**config.mk**
```make
export PLATFORM = sky130hd
export DESIGN_NAME = open_addressing_hash_table_core
export DESIGN_NICKNAME = d
export VERILOG_FILES = /design/src/hw/rtl/oaht_pkg.sv /design/src/hw/rtl/oaht_ram.sv /design/src/hw/rtl/oaht_ctrl.sv /design/src/hw/rtl/oaht_dp.sv /design/src/hw/rtl/open_addressing_hash_table_core.sv
export SDC_FILE = /design/constraint.sdc
export NUM_CORES = 1
export LEC_CHECK = 0
export ABC_AREA = 1
export BUFFER_PORTS_ARGS = -buffer_cell sky130_fd_sc_hd__buf_2
export CORE_AREA = 3 3 180 313
export CTS_BUF_LIST = sky130_fd_sc_hd__clkbuf_8
export CTS_CLUSTER_SIZE = 40
export DETAILED_ROUTE_END_ITERATION = 7
export DIE_AREA = 0 0 183 316
export PLACE_DENSITY = 0.76
export SETUP_SLACK_MARGIN = 0.05
export SYNTH_ARGS = -nofsm -noshare
export SYNTH_HDL_FRONTEND = slang
export SYNTH_HIERARCHICAL = 1
export SYNTH_SLANG_ARGS = --single-unit
export TNS_END_PERCENT = 1
```
**constraint.sdc**
```tcl
create_clock -name clk -period 7.8 [get_ports clk]
set_input_delay 0.78 -clock clk [delete_from_list [all_inputs] [get_ports clk]]
set_output_delay 0.78 -clock clk [all_outputs]
set_load 0.05 [all_outputs]
```
**src/hw/rtl/oaht_pkg.sv**
```systemverilog
// Types, constants and codes shared by the hash table core modules.
package oaht_pkg;

  localparam int TABLE_DEPTH  = 32;
  localparam int KEY_BITS     = 16;
  localparam int SLOT_BITS    = $clog2(TABLE_DEPTH);
  localparam int SIZE_BITS    = $clog2(TABLE_DEPTH + 1);
  localparam int MOD_CNT_BITS = $clog2(KEY_BITS);
  localparam int COUNT_BITS   = 32;

  localparam int ACT_BITS      = 2;
  localparam int KEY_FLD_BITS  = 16;
  localparam int STATUS_BITS   = 3;
  localparam int SLOT_FLD_BITS = 5;
  localparam int PROBE_BITS    = 6;
  localparam int CFG_IDX_BITS  = 1;
  localparam int CFG_DATA_BITS = 6;

  localparam logic [ACT_BITS-1:0] ACT_CLEAR  = 2'd0;
  localparam logic [ACT_BITS-1:0] ACT_INSERT = 2'd1;
  localparam logic [ACT_BITS-1:0] ACT_SEARCH = 2'd2;

  localparam logic [STATUS_BITS-1:0] ST_INSERTED = 3'd0;
  localparam logic [STATUS_BITS-1:0] ST_PRESENT  = 3'd1;
  localparam logic [STATUS_BITS-1:0] ST_FULL     = 3'd2;
  localparam logic [STATUS_BITS-1:0] ST_FOUND    = 3'd3;
  localparam logic [STATUS_BITS-1:0] ST_NOTFOUND = 3'd4;
  localparam logic [STATUS_BITS-1:0] ST_CLEARED  = 3'd5;

  localparam logic [CFG_IDX_BITS-1:0] REG_PROBE_MODE = 1'd0;
  localparam logic [CFG_IDX_BITS-1:0] REG_TABLE_SIZE = 1'd1;

  localparam logic [CFG_DATA_BITS-1:0] TABLE_SIZE_RESET = 6'd29;

  typedef struct packed {
    logic [ACT_BITS-1:0]     action;
    logic [KEY_FLD_BITS-1:0] key;
  } req_t;

  typedef struct packed {
    logic [STATUS_BITS-1:0]   status;
    logic [SLOT_FLD_BITS-1:0] slot;
    logic [PROBE_BITS-1:0]    probes;
    logic [COUNT_BITS-1:0]    collision_total;
  } rsp_t;

  typedef struct packed {
    logic load;
    logic clear;
    logic mod_step;
    logic probe;
  } ctrl_cmd_t;

  typedef struct packed {
    logic mod_last;
    logic probe_done;
  } dp_stat_t;

endpackage

```
**src/hw/rtl/oaht_ram.sv**
```systemverilog
// Generic single-write, single-read RAM with registered read data.
module oaht_ram #(
  parameter int WIDTH = 16,
  parameter int DEPTH = 32
) (
  input  logic                     clk,
  input  logic                     wr_en,
  input  logic [$clog2(DEPTH)-1:0] wr_addr,
  input  logic [WIDTH-1:0]         wr_data,
  input  logic [$clog2(DEPTH)-1:0] rd_addr,
  output logic [WIDTH-1:0]         rd_data
);

  logic [WIDTH-1:0] mem [DEPTH];

  always_ff @(posedge clk) begin
    if (wr_en) begin
      mem[wr_addr] <= wr_data;
    end
    rd_data <= mem[rd_addr];
  end

endmodule

```
**src/hw/rtl/oaht_ctrl.sv**
```systemverilog
// Controller state machine sequencing clear, remainder and probe phases.
module oaht_ctrl (
  input  logic                          clk,
  input  logic                          rst,
  input  logic                          start,
  input  logic [oaht_pkg::ACT_BITS-1:0] action,
  input  oaht_pkg::dp_stat_t            stat,
  output oaht_pkg::ctrl_cmd_t           cmd,
  output logic                          busy
);

  import oaht_pkg::*;

  localparam logic [1:0] S_IDLE  = 2'd0;
  localparam logic [1:0] S_MOD   = 2'd1;
  localparam logic [1:0] S_PROBE = 2'd2;

  logic [1:0] state;
  logic [1:0] state_next;

  always_comb begin
    state_next = state;
    cmd        = '0;
    case (state)
      S_IDLE: begin
        if (start) begin
          case (action)
            ACT_CLEAR: begin
              cmd.clear = 1'b1;
            end
            ACT_INSERT, ACT_SEARCH: begin
              cmd.load   = 1'b1;
              state_next = S_MOD;
            end
            default: begin
            end
          endcase
        end
      end
      S_MOD: begin
        cmd.mod_step = 1'b1;
        if (stat.mod_last) begin
          state_next = S_PROBE;
        end
      end
      S_PROBE: begin
        cmd.probe = 1'b1;
        if (stat.probe_done) begin
          state_next = S_IDLE;
        end
      end
      default: begin
        state_next = S_IDLE;
      end
    endcase
  end

  always_ff @(posedge clk) begin
    if (rst) begin
      state <= S_IDLE;
    end else begin
      state <= state_next;
    end
  end

  assign busy = (state != S_IDLE);

endmodule

```
**src/hw/rtl/oaht_dp.sv**
```systemverilog
// Datapath: configuration, remainder unit, probe address walk, key store and totals.
module oaht_dp (
  input  logic                               clk,
  input  logic                               rst,
  input  oaht_pkg::req_t                     request,
  input  oaht_pkg::ctrl_cmd_t                cmd,
  output oaht_pkg::dp_stat_t                 stat,
  input  logic                               cfg_valid,
  input  logic [oaht_pkg::CFG_IDX_BITS-1:0]  cfg_index,
  input  logic [oaht_pkg::CFG_DATA_BITS-1:0] cfg_data,
  output logic                               done,
  output oaht_pkg::rsp_t                     result
);

  import oaht_pkg::*;

  logic                    probe_mode;
  logic [SIZE_BITS-1:0]    table_size;
  logic [SIZE_BITS-1:0]    m;

  logic [KEY_BITS-1:0]     key_q;
  logic [ACT_BITS-1:0]     action_q;
  logic [KEY_BITS-1:0]     mod_shift;
  logic [MOD_CNT_BITS-1:0] mod_cnt;
  logic [SIZE_BITS-1:0]    rem;
  logic [SIZE_BITS:0]      rem_ext;
  logic [SIZE_BITS-1:0]    rem_next;

  logic [SLOT_BITS-1:0]    addr;
  logic [SIZE_BITS-1:0]    step;
  logic [SIZE_BITS-1:0]    issue_cnt;
  logic [SIZE_BITS:0]      addr_sum;
  logic [SLOT_BITS-1:0]    addr_next;
  logic [SIZE_BITS:0]      step_a;
  logic [SIZE_BITS:0]      step_b;
  logic [SIZE_BITS-1:0]    step_next;

  logic                    cmp_valid;
  logic [SIZE_BITS-1:0]    cmp_idx;
  logic [SLOT_BITS-1:0]    cmp_slot;
  logic                    valid_q;
  logic [TABLE_DEPTH-1:0]  slot_valid;
  logic [KEY_BITS-1:0]     rd_key;

  logic                    key_hit;
  logic                    last;
  logic                    term;
  logic                    wr_en;
  logic [STATUS_BITS-1:0]  res_status;
  logic [SLOT_BITS-1:0]    res_slot;
  logic [SIZE_BITS-1:0]    res_probes;
  logic [SIZE_BITS-1:0]    coll_add;
  logic [COUNT_BITS-1:0]   coll_cnt;
  logic [COUNT_BITS:0]     coll_sum;
  logic [COUNT_BITS-1:0]   coll_sat;

  always_ff @(posedge clk) begin
    if (rst) begin
      probe_mode <= 1'b0;
      table_size <= TABLE_SIZE_RESET;
    end else if (cfg_valid) begin
      case (cfg_index)
        REG_PROBE_MODE: probe_mode <= cfg_data[0];
        REG_TABLE_SIZE: table_size <= cfg_data;
        default: begin
        end
      endcase
    end
  end

  always_comb begin
    if (table_size == '0) begin
      m = SIZE_BITS'(1);
    end else if (table_size > SIZE_BITS'(TABLE_DEPTH)) begin
      m = SIZE_BITS'(TABLE_DEPTH);
    end else begin
      m = table_size;
    end
  end

  always_comb begin
    rem_ext = {rem, mod_shift[KEY_BITS-1]};
    if (rem_ext >= {1'b0, m}) begin
      rem_ext = rem_ext - {1'b0, m};
    end
    rem_next = rem_ext[SIZE_BITS-1:0];
  end

  always_comb begin
    addr_sum = (SIZE_BITS+1)'(addr) + {1'b0, step};
    if (addr_sum >= {1'b0, m}) begin
      addr_sum = addr_sum - {1'b0, m};
    end
    addr_next = addr_sum[SLOT_BITS-1:0];
    step_a = {1'b0, step} + (SIZE_BITS+1)'(2);
    if (step_a >= {1'b0, m}) begin
      step_a = step_a - {1'b0, m};
    end
    step_b = step_a;
    if (step_b >= {1'b0, m}) begin
      step_b = step_b - {1'b0, m};
    end
    step_next = probe_mode ? step : step_b[SIZE_BITS-1:0];
  end

  assign stat.mod_last = (mod_cnt == MOD_CNT_BITS'(KEY_BITS - 1));

  always_ff @(posedge clk) begin
    if (cmd.load) begin
      key_q     <= request.key[KEY_BITS-1:0];
      action_q  <= request.action;
      mod_shift <= request.key[KEY_BITS-1:0];
      mod_cnt   <= '0;
      rem       <= '0;
    end else if (cmd.mod_step) begin
      mod_shift <= {mod_shift[KEY_BITS-2:0], 1'b0};
      mod_cnt   <= mod_cnt + MOD_CNT_BITS'(1);
      rem       <= rem_next;
    end
    if (cmd.mod_step && stat.mod_last) begin
      addr      <= rem_next[SLOT_BITS-1:0];
      step      <= (m == SIZE_BITS'(1)) ? '0 : SIZE_BITS'(1);
      issue_cnt <= '0;
    end else if (cmd.probe && (issue_cnt < m)) begin
      addr      <= addr_next;
      step      <= step_next;
      issue_cnt <= issue_cnt + SIZE_BITS'(1);
      cmp_idx   <= issue_cnt;
      cmp_slot  <= addr;
      valid_q   <= slot_valid[addr];
    end
  end

  always_ff @(posedge clk) begin
    if (rst) begin
      cmp_valid <= 1'b0;
    end else begin
      cmp_valid <= cmd.probe && (issue_cnt < m);
    end
  end

  oaht_ram #(
    .WIDTH(KEY_BITS),
    .DEPTH(TABLE_DEPTH)
  ) u_keys (
    .clk    (clk),
    .wr_en  (wr_en),
    .wr_addr(cmp_slot),
    .wr_data(key_q),
    .rd_addr(addr),
    .rd_data(rd_key)
  );

  assign key_hit = (rd_key == key_q);
  assign last    = (cmp_idx == m - SIZE_BITS'(1));

  always_comb begin
    term       = 1'b0;
    wr_en      = 1'b0;
    res_status = ST_FULL;
    res_slot   = '0;
    res_probes = m;
    coll_add   = '0;
    if (action_q == ACT_INSERT) begin
      if (!valid_q) begin
        term       = 1'b1;
        wr_en      = cmd.probe && cmp_valid;
        res_status = ST_INSERTED;
        res_slot   = cmp_slot;
        res_probes = cmp_idx + SIZE_BITS'(1);
        coll_add   = cmp_idx;
      end else if (key_hit) begin
        term       = 1'b1;
        res_status = ST_PRESENT;
        res_slot   = cmp_slot;
        res_probes = cmp_idx + SIZE_BITS'(1);
      end else if (last) begin
        term       = 1'b1;
        res_status = ST_FULL;
      end
    end else begin
      if (valid_q && key_hit) begin
        term       = 1'b1;
        res_status = ST_FOUND;
        res_slot   = cmp_slot;
        res_probes = cmp_idx + SIZE_BITS'(1);
        coll_add   = cmp_idx;
      end else if (last) begin
        term       = 1'b1;
        res_status = ST_NOTFOUND;
        coll_add   = m;
      end
    end
  end

  assign stat.probe_done = cmd.probe && cmp_valid && term;

  assign coll_sum = {1'b0, coll_cnt} + (COUNT_BITS+1)'(coll_add);
  assign coll_sat = coll_sum[COUNT_BITS] ? '1 : coll_sum[COUNT_BITS-1:0];

  always_ff @(posedge clk) begin
    if (rst) begin
      slot_valid <= '0;
      coll_cnt   <= '0;
      done       <= 1'b0;
    end else begin
      done <= cmd.clear || stat.probe_done;
      if (cmd.clear) begin
        slot_valid <= '0;
        coll_cnt   <= '0;
      end else if (stat.probe_done) begin
        coll_cnt <= coll_sat;
        if (wr_en) begin
          slot_valid[cmp_slot] <= 1'b1;
        end
      end
    end
  end

  always_ff @(posedge clk) begin
    if (cmd.clear) begin
      result.status          <= ST_CLEARED;
      result.slot            <= '0;
      result.probes          <= '0;
      result.collision_total <= '0;
    end else if (stat.probe_done) begin
      result.status          <= res_status;
      result.slot            <= SLOT_FLD_BITS'(res_slot);
      result.probes          <= PROBE_BITS'(res_probes);
      result.collision_total <= coll_sat;
    end
  end

endmodule

```
**src/hw/rtl/open_addressing_hash_table_core.sv**
```systemverilog
// Top level of the open-addressing hash table core.
//
//   channel   handshake              payload
//   request   start, busy            request (action, key)
//   result    done strobe            result (status, slot, probes, collision_total)
//   config    cfg_valid, cfg_ready   cfg_index, cfg_data
//
// Clear and unused actions keep busy low; a clear shows its result in the next cycle.
// Insert and search first take the key remainder, one key bit a cycle,
// then probe one slot a cycle through the single read port of the key RAM.
// An insert or search raises done as busy falls.
// Reset is synchronous; no clearing pass is needed. Results cannot be stalled.
module open_addressing_hash_table_core (
  input  logic                               clk,
  input  logic                               rst,
  input  logic                               start,
  output logic                               busy,
  input  oaht_pkg::req_t                     request,
  output logic                               done,
  output oaht_pkg::rsp_t                     result,
  input  logic                               cfg_valid,
  output logic                               cfg_ready,
  input  logic [oaht_pkg::CFG_IDX_BITS-1:0]  cfg_index,
  input  logic [oaht_pkg::CFG_DATA_BITS-1:0] cfg_data
);

  import oaht_pkg::*;

  ctrl_cmd_t cmd;
  dp_stat_t  stat;

  assign cfg_ready = 1'b1;

  oaht_ctrl u_ctrl (
    .clk   (clk),
    .rst   (rst),
    .start (start),
    .action(request.action),
    .stat  (stat),
    .cmd   (cmd),
    .busy  (busy)
  );

  oaht_dp u_dp (
    .clk      (clk),
    .rst      (rst),
    .request  (request),
    .cmd      (cmd),
    .stat     (stat),
    .cfg_valid(cfg_valid),
    .cfg_index(cfg_index),
    .cfg_data (cfg_data),
    .done     (done),
    .result   (result)
  );

endmodule

```
Yosys cells after proc, flatten, opt, wreduce, memory -nomap -nowiden:

Memory sizes are Yosys's and may differ from the RTL's. A register that Yosys moved wholly into a read port is not among the register bits.
Cells that the tools add are included.

* memories kept: 1
* flip-flop bits (word level): 194
* logic and storage cells: 137
* bits in writable memories: 512

Memories
* u_dp.u_keys.mem: depth 32, bits a word 16, read ports 1, clocked after Yosys merged registers in 1, wr ports 1, RTL line oaht_ram.sv:14 `logic [WIDTH-1:0] mem [DEPTH];`

* $lt $le $gt $ge: 9
* reductions and logical operators: 21
* add/sub/neg operators: 11
* eq/ne operators: 14
* mux-type cells: 56
* bitwise logic cells: 3

Operators by type and width (number)
* 6-bit two-way mux: 15
* 5-bit two-way mux: 7
* 32-bit by 6-bit adder with 33-bit output: 1
* 16-bit two-way mux: 2
* 32-bit two-way mux: 1
* 32-bit OR: 1
* 7-bit by 6-bit >= comparator with 1-bit output: 4
* 16-bit equality test: 1
* 1-bit two-way mux: 16
* 2-bit two-way mux: 7
* 6-bit by 1-bit adder with 6-bit output, second input constant: 2
* 5-bit by 6-bit < comparator with 1-bit output, second input constant: 2
* 3-bit two-way mux: 4
* 6-bit subtractor: 2
* 2-bit AND reduction: 5
* 5-bit by 6-bit adder with 7-bit output: 1
* 6-bit by 2-bit adder with 7-bit output, second input constant: 1
* 7-bit two-way mux: 1
* 7-bit by 6-bit subtractor with 7-bit output: 1
* 2-bit by 1-bit equality test with 1-bit output, second input constant: 3
* 6-bit by 1-bit equality test with 1-bit output, second input constant: 1
* 6-bit equality test: 1
* 6-bit > comparator, second input constant: 1
* 1-bit logical AND: 6
* 19 further kinds: 28

Logic depth before layout (Yosys ltp):

* word-level depth: 12
* gate-level depth with buffers: 30

Hierarchy:

Netlist, hierarchy kept.

By module, submodules not included
* oaht_ram: area an instance 21301.7 µm², seq. area each 15695.1 µm², instances 1, cells each 1794
* oaht_dp: area an instance 10770.3 µm², seq. area each 4414.2 µm², instances 1, cells each 1480
* oaht_ctrl: area an instance 146.4 µm², seq. area each 40.0 µm², instances 1, cells each 24
* open_addressing_hash_table_core: area an instance 11.3 µm², seq. area each 0.0 µm², instances 1, cells each 2

Worst setup path after synthesis:

Ideal clock, no wire load.

* kind: register to register
* start: register u_dp.step[1]
* end: register u_dp.step[0], data pin
* slack: 3.884 ns
* data required time: 7.546 ns
* cell stages (with the launch flop): 27
* arrival: 3.663 ns
* cell sequence: edfxtp_1 > ha_1 > nand3_1 > xor2_1 > inv_1 > ha_1 > nand2_1 > nor2_1 > and3_1 > nor3_1 > nand2_1 > buf_2 > o21ai_0 > inv_1 > ha_1 > a21oi_1 > nand2_1 > nand2_1 > nand2_1 > a21oi_1 > nor2_1 > nor2_1 > nand2_1 > inv_1 > nand2_1 > nand3_1 > nand2_1

* cells in the longest elaborated chain, start to end: 8
* elaborated cells on any way between the ends: 10

RTL lines
* from (decl): RTL line oaht_dp.sv:30 `logic [SIZE_BITS-1:0] step;`
* from (signal assigned): RTL line oaht_dp.sv:122 `step <= (m == SIZE_BITS'(1)) ? '0 : SIZE_BITS'(1);`
* from (signal assigned): RTL line oaht_dp.sv:126 `step <= step_next;`
* 6-bit by 2-bit adder with 7-bit output *: RTL line oaht_dp.sv:95 `step_a = {1'b0, step} + (SIZE_BITS+1)'(2);`
* 7-bit by 6-bit subtractor with 7-bit output or 7-bit by 6-bit >= comparator with 1-bit output (tied branches): RTL line oaht_dp.sv:97, oaht_dp.sv:96
* 7-bit two-way mux *: RTL line oaht_dp.sv:96 `if (step_a >= {1'b0, m}) begin`
* 7-bit by 6-bit >= comparator with 1-bit output or 6-bit subtractor (tied branches): RTL line oaht_dp.sv:100, oaht_dp.sv:101
* 6-bit two-way mux *: RTL line oaht_dp.sv:100 `if (step_b >= {1'b0, m}) begin`
* 6-bit two-way mux *: RTL line oaht_dp.sv:103 `step_next = probe_mode ? step : step_b[SIZE_BITS-1:0];`
* 6-bit two-way mux *: RTL line oaht_dp.sv:124 `end else if (cmd.probe && (issue_cnt < m)) begin`
* 6-bit two-way mux *: RTL line oaht_dp.sv:120 `if (cmd.mod_step && stat.mod_last) begin`

Every way passes the cells marked *; elsewhere a longest branch is shown, timed or not. The select of a mux whose other input is x is not followed.
A chain may end at the register's enable or synchronous reset.

Final worst setup path:

* start: register u_dp.key_q[2]
* end: register, netlist name u_dp/result[27]

* cells in the longest elaborated chain, start to end: 6
* elaborated cells on any way between the ends: 11

RTL lines
* from (decl): RTL line oaht_dp.sv:21 `logic [KEY_BITS-1:0] key_q;`
* from (signal assigned): RTL line oaht_dp.sv:110 `key_q <= request.key[KEY_BITS-1:0];`
* 16-bit equality test *: RTL line oaht_dp.sv:154 `assign key_hit = (rd_key == key_q);`
* 1-bit logical AND: RTL line oaht_dp.sv:182 `if (valid_q && key_hit) begin`
* 6-bit two-way mux: RTL line oaht_dp.sv:182
* 6-bit two-way mux: RTL line oaht_dp.sv:164 `if (action_q == ACT_INSERT) begin`
* 32-bit by 6-bit adder with 33-bit output: RTL line oaht_dp.sv:198 `assign coll_sum = {1'b0, coll_cnt} + (COUNT_BITS+1)'(coll_add);`
* 32-bit two-way mux: RTL line oaht_dp.sv:199 `assign coll_sat = coll_sum[COUNT_BITS] ? '1 : coll_sum[COUNT_BITS-1:0];`

Every way passes the cells marked *; elsewhere a longest branch is shown, timed or not.

==> flow_metrics.py <==
metrics = {
    "clock_tree": {
        "worstSkewPairLatency_ns": 0.70,
        "clk_path_buf_depth": 3,
        "cts-root-buf": "clkbuf_8",
        "cts_resized": 0,
        "cts_hold_buf": 0,
        "tritoncts": "yes",
        "numCtsBuffers": 97,
        "htree_levels": 3,
        "clock_sinks": 722,
        "post_cts_buffers": 0,
        "path_clk_slew_ns": 0.07,
    },
    "drt": {
        "routed-wl-met2_um": 44100,
        "met3_length_um": 7560,
        "detail_route.drc_violations": 0,
        "vias": 24829,
        "top_layer_used": "met4",
        "drtAntennaViolNets": 0,
        "first_pass_iters": 6,
        "drtIter0Drc": 2659,
        "met1_length_um": 29900,
        "avgRoutedWirePerCell_um": 21.2,
        "wl_um": 88000,
        "vias_per_cell": 5.99,
    },
    "worst_hold_path": {
        "hold_end": "u_dp/action_q[0]",
        "worstHoldStart": "request[16]",
        "hp-class": "input port to flip-flop",
        "holdPathStages": 1,
    },
    "worst_setup_path": {
        "r2r_slack_ns": 1.91,
        "crit_required_ns": 8.42,
        "path_class": "flip-flop to flip-flop",
        "crit_fanout": 34,
        "arrival_ns": 6.50,
        "r2r_start": "u_dp/key_q[2]",
        "critPathLaunchType": "flip-flop",
        "reg2reg_depth": 21,
        "r2r_end": "u_dp/result[27]",
        "endpoint_kind": "flip-flop",
    },
    "grt": {
        "grt_usage_pct": 30.2,
        "grt_max_degree": 95,
        "grt_pass1_wl_um": 134000,
        "grt_pass1_vias": 24686,
        "antenna_found_initial": 1,
        "overflow": 0,
    },
    "floorplan": {
        "rows": 113,
        "die_x_um": 183,
        "ioPinCount": 78,
        "core_mm2": 0.0543,
        "start_util_pct": 59.4,
        "die-area_mm2": 0.0578,
        "die_h_um": 316,
    },
    "synthesis": {
        "avgSynthCellArea_um2": 9.77,
        "synth_nets": 3382,
        "synthCells": 3300,
        "synth_ff_type": "edfxtp_1",
        "synth_area_mm2": 0.0322,
        "ys_seq_area_share_pct": 62.5,
        "synth_cell_type_count": 48,
        "ys_ff_latch": 722,
        "synth-edff-count": 569,
        "async_flop_share_pct": 0,
        "ys_warn_count": 6,
    },
    "placement": {
        "gp_congestion": 0.978,
        "portBuffers": 76,
        "dp_hpwl_um": 52400,
    },
    "timing": {
        "rsz0062_at_grt": "no",
        "fin_skew_ns": 0.0377,
        "finalHoldViolCount": 0,
        "fin_crit_ns": 5.89,
        "maxSlewHeadroom_pct": 18.7,
        "tightest_slew_ns": 1.22,
        "setup_viol_count_final": 0,
        "maxSlewViolCount": 0,
        "finalSetupTns_ns": 0,
        "finalCritPeriodShare_pct": 75.5,
        "fmax_mhz": 170,
    },
    "power_and_ir_drop": {
        "comb_power_share_pct": 5.6,
        "totalPowerFinal_w": 0.00742,
        "p_switching_w": 0.00173,
        "swShare_pct": 23.4,
        "p_leak_nw": 13.7,
        "cellPowerDensity_mw_per_mm2": 213,
        "p_int_w": 0.00569,
        "clkPwrFrac_pct": 37.2,
        "seqPwrFrac_pct": 57.2,
        "ir_worst_vdd_mv": 0.177,
    },
    "layout": {
        "nets": 3454,
        "seq_area_mm2": 0.0201,
        "drive_gt1_share_pct": 8.86,
        "multi_input_area_mm2": 0.0105,
        "area_growth_pct": 8.06,
        "num-fill-cells": 4267,
    },
    "run_status": {
        "status": "completed",
    },
    "run": {
        "cap_violations": 0,
    },
}
-- through the flow --
| stage | instance area [um2] | utilization, % | cells | hold slack [ns] | setup slack (ns) |
|---|---|---|---|---|---|
| after floorplan | 32200 | - | 3300 | 0.430 | 3.88 |
| after global placement | 32900 | 60.7 | 3963 | 0.433 | 2.14 |
| after detailed placement | 32900 | 60.7 | 3963 | 0.447 | 1.99 |
| after CTS | 34800 | 64.1 | 4143 | 0.261 | 2.03 |
| after global routing | 34800 | 64.2 | 4144 | 0.279 | 1.30 |
| final | 34800 | 64.2 | 4144 | 0.296 | 1.91 |
-- synthesized netlist by cell type, types with 7 or more instances --
cell type	n	area share, %
xor2_1	37	1.0
nand2_2	7	0.14
edfxtp_1	569	53
xnor2_1	14	0.38
nand3b_1	7	0.16
nand4_1	26	0.50
nand2_1	1124	13
buf_6	31	1.1
o21ai_0	57	0.89
nor3_1	9	0.14
nand3_1	529	8.2
ha_1	47	1.8
buf_2	39	0.61
inv_1	160	1.9
clkbuf_1	53	0.62
a211oi_1	8	0.19
buf_4	30	0.70
nor2_1	187	2.2
a21oi_1	161	2.5
dfxtp_1	153	9.5
-- critical path: stages, from the launching register on --
cell,delay (ns)
edfxtp_1,0.94
inv_1,0.10
nand2_1,0.09
nand2_1,0.06
nor2_1,0.22
nand2_1,0.12
nor2_2,0.26
nand3_1,0.42
inv_1,0.36
a21oi_1,0.10
a21oi_1,0.21
ha_1,0.22
inv_1,0.06
fa_1,0.42
nand3b_1,0.18
nand3_1,0.14
nand2_1,0.09
nand2_1,0.12
nand4_1,0.93
nand3_1,0.40
nand3_1,0.13
a21oi_1,0.21
-- layout make-up --
type                       count  share of cell area, %
timing repair buffer         130                   2.26
tap                          690                   2.48
multi-input combinational   2254                   30.2
sequential                   722                   57.9
clock inverter                71                   1.08
clock buffer                 109                   4.31
antenna                        1                0.00718
inverter                     167                   1.83
-- metal layers --
layer | global-route usage (%) | vias to the layer above
li1 | - | 11337
met1 | 34.4 | 11690
met2 | 52.1 | 1391
met3 | 4.79 | 411
met4 | 20.5 | 0
met5 | 0 | -
-- power groups by stage --
stage	sequential [W]	combinational, W	clock [W]
floorplan	0.00433	0.000278	0
CTS	0.00425	0.000405	0.00279
global placement	0.00432	0.000383	0
global route	0.00425	0.000461	0.00295
finish	0.00425	0.000412	0.00276
detailed placement	0.00433	0.000403	0
-- cells by family after synthesis --
family	share of synthesized area [%]
buffers and inverters	5.10
DFF	62.5
other	0.0116
adders and majority gates	2.20
AOI/OAI and AO/OA	3.99
and+or+nand+nor	24.7
xor gates and xnor gates	1.39
muxes	0.0621
-- worst max path at each step --
stage                             start                 to  slack (ns)  cells past startpoint
after global routing      u_dp/key_q[3]  u_dp/coll_cnt[29]        1.30                     21
final                     u_dp/key_q[2]    u_dp/result[27]        1.91                     21
after detailed placement  u_dp/key_q[3]    u_dp/result[27]        1.99                     21
after floorplan            u_dp/step[1]       u_dp/step[0]        3.88                     26
after CTS                 u_dp/key_q[2]  u_dp/coll_cnt[18]        2.03                     21
after global placement    u_dp/key_q[3]    u_dp/result[21]        2.14                     21
-- registers in the layout, indices dropped and copies added, names as in the netlist, 16 cells and up --
signal,flops
u_dp/u_keys/mem,512
u_dp/key_q,16
u_dp/coll_cnt,32
u_dp/slot_valid,32
u_dp/mod_shift,16
u_dp/u_keys/rd_data,16
u_dp/result,46
-- cells in the final DEF, fill, tap and decap left out, drive strengths merged, types with 6 or more instances in the layout --
master  synthesis  routed
nor3            9       9
dfxtp         153     153
nand3         530     530
a211oi          8       8
nand3b          7       7
clkbuf         53     109
ha             47      47
clkinv          2      41
nand4          27      27
o21ai          58      58
fa              6       6
inv           165     191
xor2           37      37
a21oi         161     161
buf           104     130
xnor2          14      14
nor2          191     191
nand2        1132    1132
edfxtp        569     569
No activity file was read; power rests on OpenSTA's default activity.
